`config.mk`:
```
export PLATFORM = sky130hd
export DESIGN_NAME = syn_cookie_generate_validate_unit_flat
export DESIGN_NICKNAME = d
export VERILOG_FILES = /design/src/hdl/scy_pkg.sv /design/src/hdl/scy_if.sv /design/src/hdl/scy_mix_stage.sv /design/src/hdl/scy_last_stage.sv /design/src/hdl/scy_check.sv /design/src/hdl/syn_cookie_generate_validate_unit.sv /design/src/flat_wrapper.sv
export SDC_FILE = /design/constraint.sdc
export NUM_CORES = 2
export LEC_CHECK = 0
export BUFFER_PORTS_ARGS = -buffer_cell sky130_fd_sc_hd__buf_4
export CORE_UTILIZATION = 48
export CTS_CLUSTER_DIAMETER = 200
export DETAILED_ROUTE_END_ITERATION = 8
export HOLD_SLACK_MARGIN = 0.1
export PLACE_DENSITY_LB_ADDON = 0.12
export SLEW_MARGIN = 20
export SYNTH_ARGS = -nofsm -noshare
export SYNTH_HDL_FRONTEND = slang
export SYNTH_SLANG_ARGS = --single-unit
```
`constraint.sdc`:
```
create_clock -name clock -period 40.8 [get_ports clock]
set_input_delay 8.16 -clock clock [delete_from_list [all_inputs] [get_ports clock]]
set_output_delay 8.16 -clock clock [all_outputs]
set_load 0.01 [all_outputs]
```
`src/hdl/scy_pkg.sv`:
```
package scy_pkg;

   localparam int unsigned WORD_W = 32;
   localparam int unsigned PORT_W = 16;

   localparam int unsigned BUCKET_SHIFT_DEF = 5;
   localparam int unsigned FINAL_SHIFT = 15;

   typedef logic [WORD_W-1:0] word_type;
   typedef logic [PORT_W-1:0] port_type;

   localparam word_type K_ROUND1 = 32'h9E3779B1;
   localparam word_type K_ROUND2 = 32'h85EBCA77;
   localparam word_type K_ROUND3 = 32'hC2B2AE3D;
   localparam word_type K_ROUND4 = 32'h27D4EB2F;

   localparam logic REQ_GENERATE = 1'b0;
   localparam logic REQ_VALIDATE = 1'b1;

   // Sideband that rides along with the partial hash through the pipeline.
   typedef struct packed {
      logic     kind;
      word_type daddr;
      word_type ports;
      word_type bucket;
      word_type bucket_prev;
      word_type want;
      logic     prev_ok;
   } item_type;

   function automatic word_type final_mix(input word_type h);
      final_mix = h ^ (h >> FINAL_SHIFT);
   endfunction

endpackage

```
`src/hdl/scy_if.sv`:
```
interface scy_req_if;
   import scy_pkg::*;

   logic     valid;
   logic     ready;
   logic     req_type;
   word_type src_addr;
   port_type src_tcp_port;
   word_type dst_addr;
   port_type dst_tcp_port;
   word_type tick_now;
   word_type ack_number;

   modport source (
      output valid, req_type, src_addr, src_tcp_port, dst_addr, dst_tcp_port,
             tick_now, ack_number,
      input  ready
   );
   modport sink (
      input  valid, req_type, src_addr, src_tcp_port, dst_addr, dst_tcp_port,
             tick_now, ack_number,
      output ready
   );
endinterface

interface scy_rsp_if;
   import scy_pkg::*;

   logic     valid;
   logic     ready;
   word_type cookie;
   logic     accepted;

   modport source (output valid, cookie, accepted, input ready);
   modport sink (input valid, cookie, accepted, output ready);
endinterface

interface scy_csr_if;
   import scy_pkg::*;

   logic     valid;
   logic     ready;
   word_type hash_secret;

   modport source (output valid, hash_secret, input ready);
   modport sink (input valid, hash_secret, output ready);
endinterface

```
`src/hdl/scy_mix_stage.sv`:
```
module scy_mix_stage (
   input  logic              clock,
   input  logic              reset,
   input  logic              in_valid,
   output logic              in_ready,
   input  scy_pkg::word_type in_hash,
   input  scy_pkg::word_type in_word,
   input  scy_pkg::word_type k_mult,
   input  scy_pkg::item_type in_item,
   output logic              out_valid,
   input  logic              out_ready,
   output scy_pkg::word_type out_hash,
   output scy_pkg::item_type out_item
);
   import scy_pkg::*;

   logic     valid_ff;
   word_type hash_ff;
   word_type hash_in;
   item_type item_ff;

   // One xor-multiply round, product kept modulo 2^32.
   assign hash_in  = (in_hash ^ in_word) * k_mult;
   assign in_ready = !valid_ff || out_ready;

   always_ff @(posedge clock) begin
      if (reset) begin
         valid_ff <= 1'b0;
      end else if (in_ready) begin
         valid_ff <= in_valid;
      end
   end

   always_ff @(posedge clock) begin
      if (in_valid && in_ready) begin
         hash_ff <= hash_in;
         item_ff <= in_item;
      end
   end

   assign out_valid = valid_ff;
   assign out_hash  = hash_ff;
   assign out_item  = item_ff;

endmodule

```
`src/hdl/scy_last_stage.sv`:
```
module scy_last_stage (
   input  logic              clock,
   input  logic              reset,
   input  logic              in_valid,
   output logic              in_ready,
   input  scy_pkg::word_type in_hash,
   input  scy_pkg::item_type in_item,
   output logic              out_valid,
   input  logic              out_ready,
   output scy_pkg::word_type out_hash_now,
   output scy_pkg::word_type out_hash_prev,
   output scy_pkg::item_type out_item
);
   import scy_pkg::*;

   logic     valid_ff;
   word_type now_ff;
   word_type now_in;
   word_type prev_ff;
   word_type prev_in;
   item_type item_ff;

   // The first three rounds are shared; fork here for the two time buckets.
   assign now_in   = (in_hash ^ in_item.bucket) * K_ROUND4;
   assign prev_in  = (in_hash ^ in_item.bucket_prev) * K_ROUND4;
   assign in_ready = !valid_ff || out_ready;

   always_ff @(posedge clock) begin
      if (reset) begin
         valid_ff <= 1'b0;
      end else if (in_ready) begin
         valid_ff <= in_valid;
      end
   end

   always_ff @(posedge clock) begin
      if (in_valid && in_ready) begin
         now_ff  <= now_in;
         prev_ff <= prev_in;
         item_ff <= in_item;
      end
   end

   assign out_valid     = valid_ff;
   assign out_hash_now  = now_ff;
   assign out_hash_prev = prev_ff;
   assign out_item      = item_ff;

endmodule

```
`src/hdl/scy_check.sv`:
```
module scy_check (
   input  logic              clock,
   input  logic              reset,
   input  logic              in_valid,
   output logic              in_ready,
   input  scy_pkg::word_type in_hash_now,
   input  scy_pkg::word_type in_hash_prev,
   input  scy_pkg::item_type in_item,
   scy_rsp_if.source         rsp_bus
);
   import scy_pkg::*;

   logic     valid_ff;
   word_type cookie_ff;
   word_type cookie_in;
   word_type prev_cookie;
   logic     accepted_ff;
   logic     accepted_in;
   logic     take;

   assign cookie_in   = final_mix(in_hash_now);
   assign prev_cookie = final_mix(in_hash_prev);
   assign accepted_in = (in_item.kind == REQ_VALIDATE) &&
                        ((in_item.want == cookie_in) ||
                         (in_item.prev_ok && (in_item.want == prev_cookie)));

   assign in_ready = !valid_ff || rsp_bus.ready;
   assign take     = in_valid && in_ready;

   always_ff @(posedge clock) begin
      if (reset) begin
         valid_ff <= 1'b0;
      end else if (in_ready) begin
         valid_ff <= in_valid;
      end
   end

   always_ff @(posedge clock) begin
      if (take) begin
         cookie_ff   <= cookie_in;
         accepted_ff <= accepted_in;
      end
   end

   assign rsp_bus.valid    = valid_ff;
   assign rsp_bus.cookie   = cookie_ff;
   assign rsp_bus.accepted = accepted_ff;

   a_generate_rejects: assert property (@(posedge clock) disable iff (reset)
      take && (in_item.kind == REQ_GENERATE) |=> !accepted_ff)
      else $error("generate transaction flagged accepted");

   a_current_match: assert property (@(posedge clock) disable iff (reset)
      take && (in_item.kind == REQ_VALIDATE) && (in_item.want == cookie_in)
      |=> accepted_ff)
      else $error("current bucket match not accepted");

   a_bucket_zero: assert property (@(posedge clock) disable iff (reset)
      take && !in_item.prev_ok && (in_item.want != cookie_in) |=> !accepted_ff)
      else $error("previous bucket tried at bucket zero");

   a_cookie_path: assert property (@(posedge clock) disable iff (reset)
      take |=> (cookie_ff == final_mix($past(in_hash_now))))
      else $error("cookie not taken from current bucket hash");

endmodule

```
`src/hdl/syn_cookie_generate_validate_unit.sv`:
```
// SYN cookie generate/validate unit. Accepts one request transaction per clock
// while rsp_bus is not stalling and returns exactly one response transaction
// per request, in order. A request passes through four register stages, one
// per xor-multiply round of the hash (the last round computes the current and
// previous time bucket side by side), then the output register holding the
// final xor-shift and the ack compare. Backpressure on rsp_bus stalls the
// pipeline stage by stage. The hash secret is written through csr_bus, which is
// always ready; write it only while no request is in flight. The time bucket is
// tick_now shifted right by BUCKET_SHIFT.
module syn_cookie_generate_validate_unit #(
   parameter int unsigned BUCKET_SHIFT = scy_pkg::BUCKET_SHIFT_DEF
) (
   input  logic       clock,
   input  logic       reset,
   scy_req_if.sink    req_bus,
   scy_rsp_if.source  rsp_bus,
   scy_csr_if.sink    csr_bus
);
   import scy_pkg::*;

   word_type secret_ff;
   item_type item_c;
   word_type bucket_c;

   logic     v1, v2, v3, v4;
   logic     r2, r3, r4, r5;
   word_type h1, h2, h3, hn4, hp4;
   item_type i1, i2, i3, i4;

   assign csr_bus.ready = 1'b1;

   always_ff @(posedge clock) begin
      if (reset) begin
         secret_ff <= '0;
      end else if (csr_bus.valid) begin
         secret_ff <= csr_bus.hash_secret;
      end
   end

   assign bucket_c = req_bus.tick_now >> BUCKET_SHIFT;

   always_comb begin
      item_c.kind        = req_bus.req_type;
      item_c.daddr       = req_bus.dst_addr;
      item_c.ports       = {req_bus.src_tcp_port, req_bus.dst_tcp_port};
      item_c.bucket      = bucket_c;
      item_c.bucket_prev = bucket_c - 32'd1;
      item_c.want        = req_bus.ack_number - 32'd1;
      item_c.prev_ok     = (bucket_c != '0);
   end

   scy_mix_stage u_round1 (
      .clock     (clock),
      .reset     (reset),
      .in_valid  (req_bus.valid),
      .in_ready  (req_bus.ready),
      .in_hash   (secret_ff),
      .in_word   (req_bus.src_addr),
      .k_mult    (K_ROUND1),
      .in_item   (item_c),
      .out_valid (v1),
      .out_ready (r2),
      .out_hash  (h1),
      .out_item  (i1)
   );

   scy_mix_stage u_round2 (
      .clock     (clock),
      .reset     (reset),
      .in_valid  (v1),
      .in_ready  (r2),
      .in_hash   (h1),
      .in_word   (i1.daddr),
      .k_mult    (K_ROUND2),
      .in_item   (i1),
      .out_valid (v2),
      .out_ready (r3),
      .out_hash  (h2),
      .out_item  (i2)
   );

   scy_mix_stage u_round3 (
      .clock     (clock),
      .reset     (reset),
      .in_valid  (v2),
      .in_ready  (r3),
      .in_hash   (h2),
      .in_word   (i2.ports),
      .k_mult    (K_ROUND3),
      .in_item   (i2),
      .out_valid (v3),
      .out_ready (r4),
      .out_hash  (h3),
      .out_item  (i3)
   );

   scy_last_stage u_round4 (
      .clock         (clock),
      .reset         (reset),
      .in_valid      (v3),
      .in_ready      (r4),
      .in_hash       (h3),
      .in_item       (i3),
      .out_valid     (v4),
      .out_ready     (r5),
      .out_hash_now  (hn4),
      .out_hash_prev (hp4),
      .out_item      (i4)
   );

   scy_check u_check (
      .clock        (clock),
      .reset        (reset),
      .in_valid     (v4),
      .in_ready     (r5),
      .in_hash_now  (hn4),
      .in_hash_prev (hp4),
      .in_item      (i4),
      .rsp_bus      (rsp_bus)
   );

endmodule

```
`src/flat_wrapper.sv`:
```
// flat-port wrapper written by rule: the top's interface ports become plain ports
module syn_cookie_generate_validate_unit_flat import scy_pkg::*;
#(
   parameter int unsigned BUCKET_SHIFT = scy_pkg::BUCKET_SHIFT_DEF
)
  (clock, reset, req_bus_valid, req_bus_req_type, req_bus_src_addr, req_bus_src_tcp_port, req_bus_dst_addr, req_bus_dst_tcp_port, req_bus_tick_now, req_bus_ack_number, req_bus_ready, rsp_bus_valid, rsp_bus_cookie, rsp_bus_accepted, rsp_bus_ready, csr_bus_valid, csr_bus_hash_secret, csr_bus_ready);
  scy_req_if req_bus_i ();
  scy_rsp_if rsp_bus_i ();
  scy_csr_if csr_bus_i ();
  input  logic clock;
  input  logic reset;
  input wire logic [$bits(req_bus_i.valid)-1:0] req_bus_valid;
  input wire logic [$bits(req_bus_i.req_type)-1:0] req_bus_req_type;
  input wire logic [$bits(req_bus_i.src_addr)-1:0] req_bus_src_addr;
  input wire logic [$bits(req_bus_i.src_tcp_port)-1:0] req_bus_src_tcp_port;
  input wire logic [$bits(req_bus_i.dst_addr)-1:0] req_bus_dst_addr;
  input wire logic [$bits(req_bus_i.dst_tcp_port)-1:0] req_bus_dst_tcp_port;
  input wire logic [$bits(req_bus_i.tick_now)-1:0] req_bus_tick_now;
  input wire logic [$bits(req_bus_i.ack_number)-1:0] req_bus_ack_number;
  output wire logic [$bits(req_bus_i.ready)-1:0] req_bus_ready;
  output wire logic [$bits(rsp_bus_i.valid)-1:0] rsp_bus_valid;
  output wire logic [$bits(rsp_bus_i.cookie)-1:0] rsp_bus_cookie;
  output wire logic [$bits(rsp_bus_i.accepted)-1:0] rsp_bus_accepted;
  input wire logic [$bits(rsp_bus_i.ready)-1:0] rsp_bus_ready;
  input wire logic [$bits(csr_bus_i.valid)-1:0] csr_bus_valid;
  input wire logic [$bits(csr_bus_i.hash_secret)-1:0] csr_bus_hash_secret;
  output wire logic [$bits(csr_bus_i.ready)-1:0] csr_bus_ready;
  assign req_bus_i.valid = req_bus_valid;
  assign req_bus_i.req_type = req_bus_req_type;
  assign req_bus_i.src_addr = req_bus_src_addr;
  assign req_bus_i.src_tcp_port = req_bus_src_tcp_port;
  assign req_bus_i.dst_addr = req_bus_dst_addr;
  assign req_bus_i.dst_tcp_port = req_bus_dst_tcp_port;
  assign req_bus_i.tick_now = req_bus_tick_now;
  assign req_bus_i.ack_number = req_bus_ack_number;
  assign req_bus_ready = req_bus_i.ready;
  assign rsp_bus_valid = rsp_bus_i.valid;
  assign rsp_bus_cookie = rsp_bus_i.cookie;
  assign rsp_bus_accepted = rsp_bus_i.accepted;
  assign rsp_bus_i.ready = rsp_bus_ready;
  assign csr_bus_i.valid = csr_bus_valid;
  assign csr_bus_i.hash_secret = csr_bus_hash_secret;
  assign csr_bus_ready = csr_bus_i.ready;
  syn_cookie_generate_validate_unit #(.BUCKET_SHIFT(BUCKET_SHIFT)) u_core (.clock(clock), .reset(reset), .req_bus(req_bus_i), .rsp_bus(rsp_bus_i), .csr_bus(csr_bus_i));
endmodule
```
==> impl.org <==
** Route
- The first detailed-routing pass ran for 5 iterations.
- The final layout contains routed wiring with a total length of 162.8 mm.
- Iter 0 DRT Violations :: 1791
- The routed layout has 39.56k vias.
- In the routed design, unresolved DRC markers number 0.
- Dividing the detail-routed wire length by the instance count gives 20.15 um.
- DRT antenna net count :: 0
- After detailed routing, the number of vias per cell comes to 4.896.

** STA
- At the pin with the least slew margin, the transition time is 1.099 ns.
- Total count of hold-check failures in the final report :: 0
- Adding up every negative setup slack in the final design gives 0 ns.
- Dividing the final minimum period by the clock period gives 43.41%.
- Clock skew on the completed layout was measured at 0.07211 ns.
- Setup repair after global routing left no endpoint under its margin.
- The max-slew violation count came to 0.
- Maximum clock frequency :: 56.46 MHz
- Rel. slew slack :: 26.45%
- Setup-failing EPs final :: 0
- Subtracting the final worst setup slack from the clock period gives 17.71 ns.

** Min path
- Worst min-delay path class :: register to register
- Min-Delay Path Depth :: 0
- Hold Startpoint :: u_core.u_round2.out_item[79]
- The worst hold path terminates at u_core.u_round3.out_item[79].

** Setup path
- Arrival time at the worst endpoint :: 9.55 ns
- Critical-path top delay cell :: sky130_fd_sc_hd__and3_1
- The startpoint identified for the worst register-to-register timing path is u_core.u_round2.out_item[105].
- Flop-to-flop setup slack :: 32.11 ns
- Type of element launching the critical path :: input port
- In this design, the stage delay of the slowest critical-path cell is 0.48 ns.
- The endpoint identified for the worst register-to-register timing path is u_core.u_round3.out_hash[31].
- Of all nets on the critical path, the largest fanout is 6.
- STA classifies the critical path endpoint as a primary output.
- R2R depth :: 23
- Critical-path cell list :: buf_4 > nor2b_1 > and3_1 > nand3_1 > buf_4
- Critical path required time :: 32.64 ns
- The most numerous cell type found on the critical path is sky130_fd_sc_hd__buf_4.
- Setup CP Type :: input port to primary output

** Logic synthesis
- The cell count after synthesis came out at 5769.
- Synth warnings :: 0
- Area fraction in and, or, nand and nor cells after synthesis :: 2.904%
- Main combinational cell family by area after synthesis :: adder cells
- Total nets after synthesis :: 8018
- Of the total synthesized cell area, the portion taken by XOR and XNOR cells is 7.781%.
- Ys async rst share :: 0%
- Most used DFF post-synth :: sky130_fd_sc_hd__edfxtp_1
- The number of different library cells used by synthesis comes to 62.
- Count of flip-flops with a built-in enable after synthesis :: 590
- In the synthesized netlist, mux cells make up 0.4667% of the area.
- Avg Cell Area, Syn :: 11.90 sq um
- Sequential-to-total area share from yosys stat :: 26.89%
- After synthesis the cells add up to 68630 sq um.
- Area share of fa/ha/maj cells after synthesis :: 49.51%
- Compound-gate portion of the synthesized area :: 3.064%
- Flop and latch count out of synthesis :: 627

** Placed design
- Port-buffer cells :: 227
- At the end of routability-driven placement, the weighted congestion stood at 0.9165.
- Post-detail-place hpwl :: 141.2 mm

** Run status
- Run status :: finished, final reports clean

** Clock network
- TritonCTS Buffers :: 73
- H-tree depth reported by CTS :: 3
- In this run the post-CTS setup repair buffer count came out at 0.
- The clock passes through at most 3 buffers.
- CTS resizes :: 0
- Root Driver :: sky130_fd_sc_hd__clkbuf_16
- Number of hold buffers added after CTS :: 0
- Clock Sink Count :: 627
- For the worst-skew pair, the clock arrives at the later sink with an insertion delay of 0.72 ns.
- Clock-pin slew was measured on the worst setup and hold paths at 0.06 ns.
- TritonCTS clock tree :: yes

** Die
- Number of ports placed on the die boundary :: 234
- The die is 380.1 um tall.
- Width of the die :: 380.1 um
- Area of the die :: 144500 sq um
- Core area :: 141800 sq um
- Starting density of the core :: 48.42%
- FP Rows :: 138

** Global route
- Entering global routing, the biggest net connects 92 pins.
- Tot GR Track Use :: 23.51%
- Via count of the first global-routing pass :: 43.52k
- Leftover overflow at the end of global routing :: 0
- The initial antenna violation count is 10.
- The first global-routing pass estimated 254.2 mm of wire.

** Layout
- From synthesis to final layout, the design area changed by 10.44%.
- Final net count :: 8375
- Count of fill cells added during filler insertion :: 12.39k
- Share of final-layout standard cells stronger than drive strength 1 :: 7.067%

** Job
- The tool flagged a number of max-cap violations equal to 0.
-- cells by family (layout without fill, tap and decap cells) --
| logic type | Yosys count | in the layout |
|---|---|---|
| AND/OR/NAND/NOR | 408 | 408 |
| XOR/XNOR | 604 | 604 |
| AO/OA/AOI/OAI | 332 | 332 |
| other | 1 | 6 |
| flip-flops | 627 | 627 |
| buffers and inverters | 1713 | 2128 |
| multiplexers | 32 | 32 |
| adder cells (fa/ha/maj) | 2052 | 2052 |
-- cell type report --
class,instances,area [sq um],share of cell area (%)
Sequential cell,627,18460,24.35
Inverter,1699,6377,8.413
Multi-Input combinational cell,3429,43860,57.86
Tap cell,1890,2365,3.120
Antenna cell,5,12.51,0.01651
Clock inverter,51,645.6,0.8517
Timing Repair Buffer,296,2226,2.937
Clock buffer,82,1861,2.455
-- state kept, by name, indices dropped and copies added (netlist names) --
signal / cells
u_core.u_round2.out_hash: 32
u_core.u_round2.out_valid: 1
u_core.u_round1.out_item: 153
u_core.u_check.rsp_bus.cookie: 32
u_core.u_round4.out_valid: 1
u_core.u_round3.out_valid: 1
u_core.u_round1.out_valid: 1
u_core.u_round3.out_hash: 32
u_core.u_round4.out_item: 34
u_core.u_check.rsp_bus.valid: 1
u_core.u_round3.out_item: 89
u_core.u_round1.out_hash: 32
u_core.u_round4.out_hash_prev: 32
u_core.secret_ff: 32
u_core.u_round2.out_item: 121
u_core.u_round4.out_hash_now: 32
u_core.u_check.rsp_bus.accepted: 1
-- how the worst max path moves through the flow --
stage | startpoint | cells past startpoint | endpoint | slack, ns
after detailed placement | rsp_bus_ready | 5 | req_bus_ready | 23.06
after CTS | rsp_bus_ready | 5 | req_bus_ready | 23.07
after global routing | rsp_bus_ready | 5 | req_bus_ready | 22.98
after global placement | rsp_bus_ready | 5 | req_bus_ready | 23.09
after floorplan | rsp_bus_ready | 4 | u_core.u_round2.out_hash[0] | 20.31
final | rsp_bus_ready | 5 | req_bus_ready | 23.09
-- placed cells by master (no fill, tap or decap), types with 11 or more instances in the layout --
cell | synthesis | layout
sky130_fd_sc_hd__a211oi_1 | 21 | 21
sky130_fd_sc_hd__a21o_1 | 52 | 52
sky130_fd_sc_hd__a21oi_1 | 99 | 99
sky130_fd_sc_hd__a31oi_1 | 12 | 11
sky130_fd_sc_hd__and3_1 | 11 | 11
sky130_fd_sc_hd__buf_4 | 1 | 295
sky130_fd_sc_hd__clkbuf_16 | 0 | 73
sky130_fd_sc_hd__clkinv_1 | 0 | 14
sky130_fd_sc_hd__dfxtp_1 | 37 | 37
sky130_fd_sc_hd__edfxtp_1 | 590 | 590
sky130_fd_sc_hd__fa_1 | 1107 | 1107
sky130_fd_sc_hd__ha_1 | 944 | 944
sky130_fd_sc_hd__inv_1 | 1699 | 1699
sky130_fd_sc_hd__mux2i_1 | 32 | 32
sky130_fd_sc_hd__nand2_1 | 72 | 72
sky130_fd_sc_hd__nand2b_1 | 15 | 15
sky130_fd_sc_hd__nand3_1 | 21 | 21
sky130_fd_sc_hd__nand4_1 | 17 | 17
sky130_fd_sc_hd__nor2_1 | 145 | 145
sky130_fd_sc_hd__nor2b_1 | 17 | 15
sky130_fd_sc_hd__nor3_1 | 38 | 38
sky130_fd_sc_hd__nor4_1 | 24 | 24
sky130_fd_sc_hd__o21a_1 | 18 | 18
sky130_fd_sc_hd__o21ai_0 | 64 | 64
sky130_fd_sc_hd__o21bai_1 | 19 | 19
sky130_fd_sc_hd__or3_1 | 17 | 17
sky130_fd_sc_hd__xnor2_1 | 324 | 324
sky130_fd_sc_hd__xor2_1 | 276 | 268
-- metal layers --
| metal | up-vias | part of all wire [%] | track usage [%] |
|---|---|---|---|
| met5 | - | 0.038 | 0 |
| met4 | 10 | 2.6 | 6.616 |
| met3 | 206 | 5.0 | 3.793 |
| met2 | 787 | 48 | 39.26 |
| met1 | 19872 | 44 | 31.71 |
| li1 | 18682 | - | - |
-- critical path: cells and delay by family --
kind	cells	cell delay (ns)
and+or+nand+nor	3	1.10
buffers and inverters	2	0.28
-- synth_stat cells, drive strengths merged, types with 3 or more instances --
cell / n / share of area, %
inv: 1699 / 9.3
fa: 1107 / 32
ha: 944 / 17
edfxtp: 590 / 26
xnor2: 325 / 4.2
xor2: 276 / 3.5
nor2: 146 / 0.81
a21oi: 99 / 0.72
nand2: 74 / 0.41
o21ai: 66 / 0.48
a21o: 52 / 0.57
nor3: 41 / 0.33
dfxtp: 37 / 1.1
mux2i: 32 / 0.47
nor4: 24 / 0.22
a211oi: 21 / 0.23
nand3: 21 / 0.15
o21bai: 19 / 0.21
or3: 19 / 0.19
o21a: 18 / 0.20
nand4: 17 / 0.15
nor2b: 17 / 0.15
nand2b: 15 / 0.14
a31oi: 12 / 0.11
and3: 11 / 0.10
clkbuf: 8 / 0.044
or4: 8 / 0.098
a21boi: 6 / 0.066
buf: 6 / 0.038
nand3b: 6 / 0.066
o211ai: 6 / 0.066
o31ai: 6 / 0.066
o41ai: 6 / 0.077
or2: 5 / 0.046
and2: 4 / 0.036
a2111oi: 3 / 0.038
-- through the flow --
stage / setup WS (ns) / hold slack (ns) / instances / cell area [sq um] / util (%)
floorplan: 20.31 / 0.4003 / 5769 / 68630 / -
global placement: 23.09 / 0.4000 / 7941 / 73250 / 51.67
detailed placement: 23.06 / 0.4045 / 7941 / 73270 / 51.69
CTS: 23.07 / 0.4041 / 8074 / 75780 / 53.45
global route: 22.98 / 0.4116 / 8077 / 75800 / 53.47
finish: 23.09 / 0.4090 / 8079 / 75800 / 53.47
Power is not shown: default switching activity piles up to over one toggle a cycle in this logic, so the estimate is an artifact.
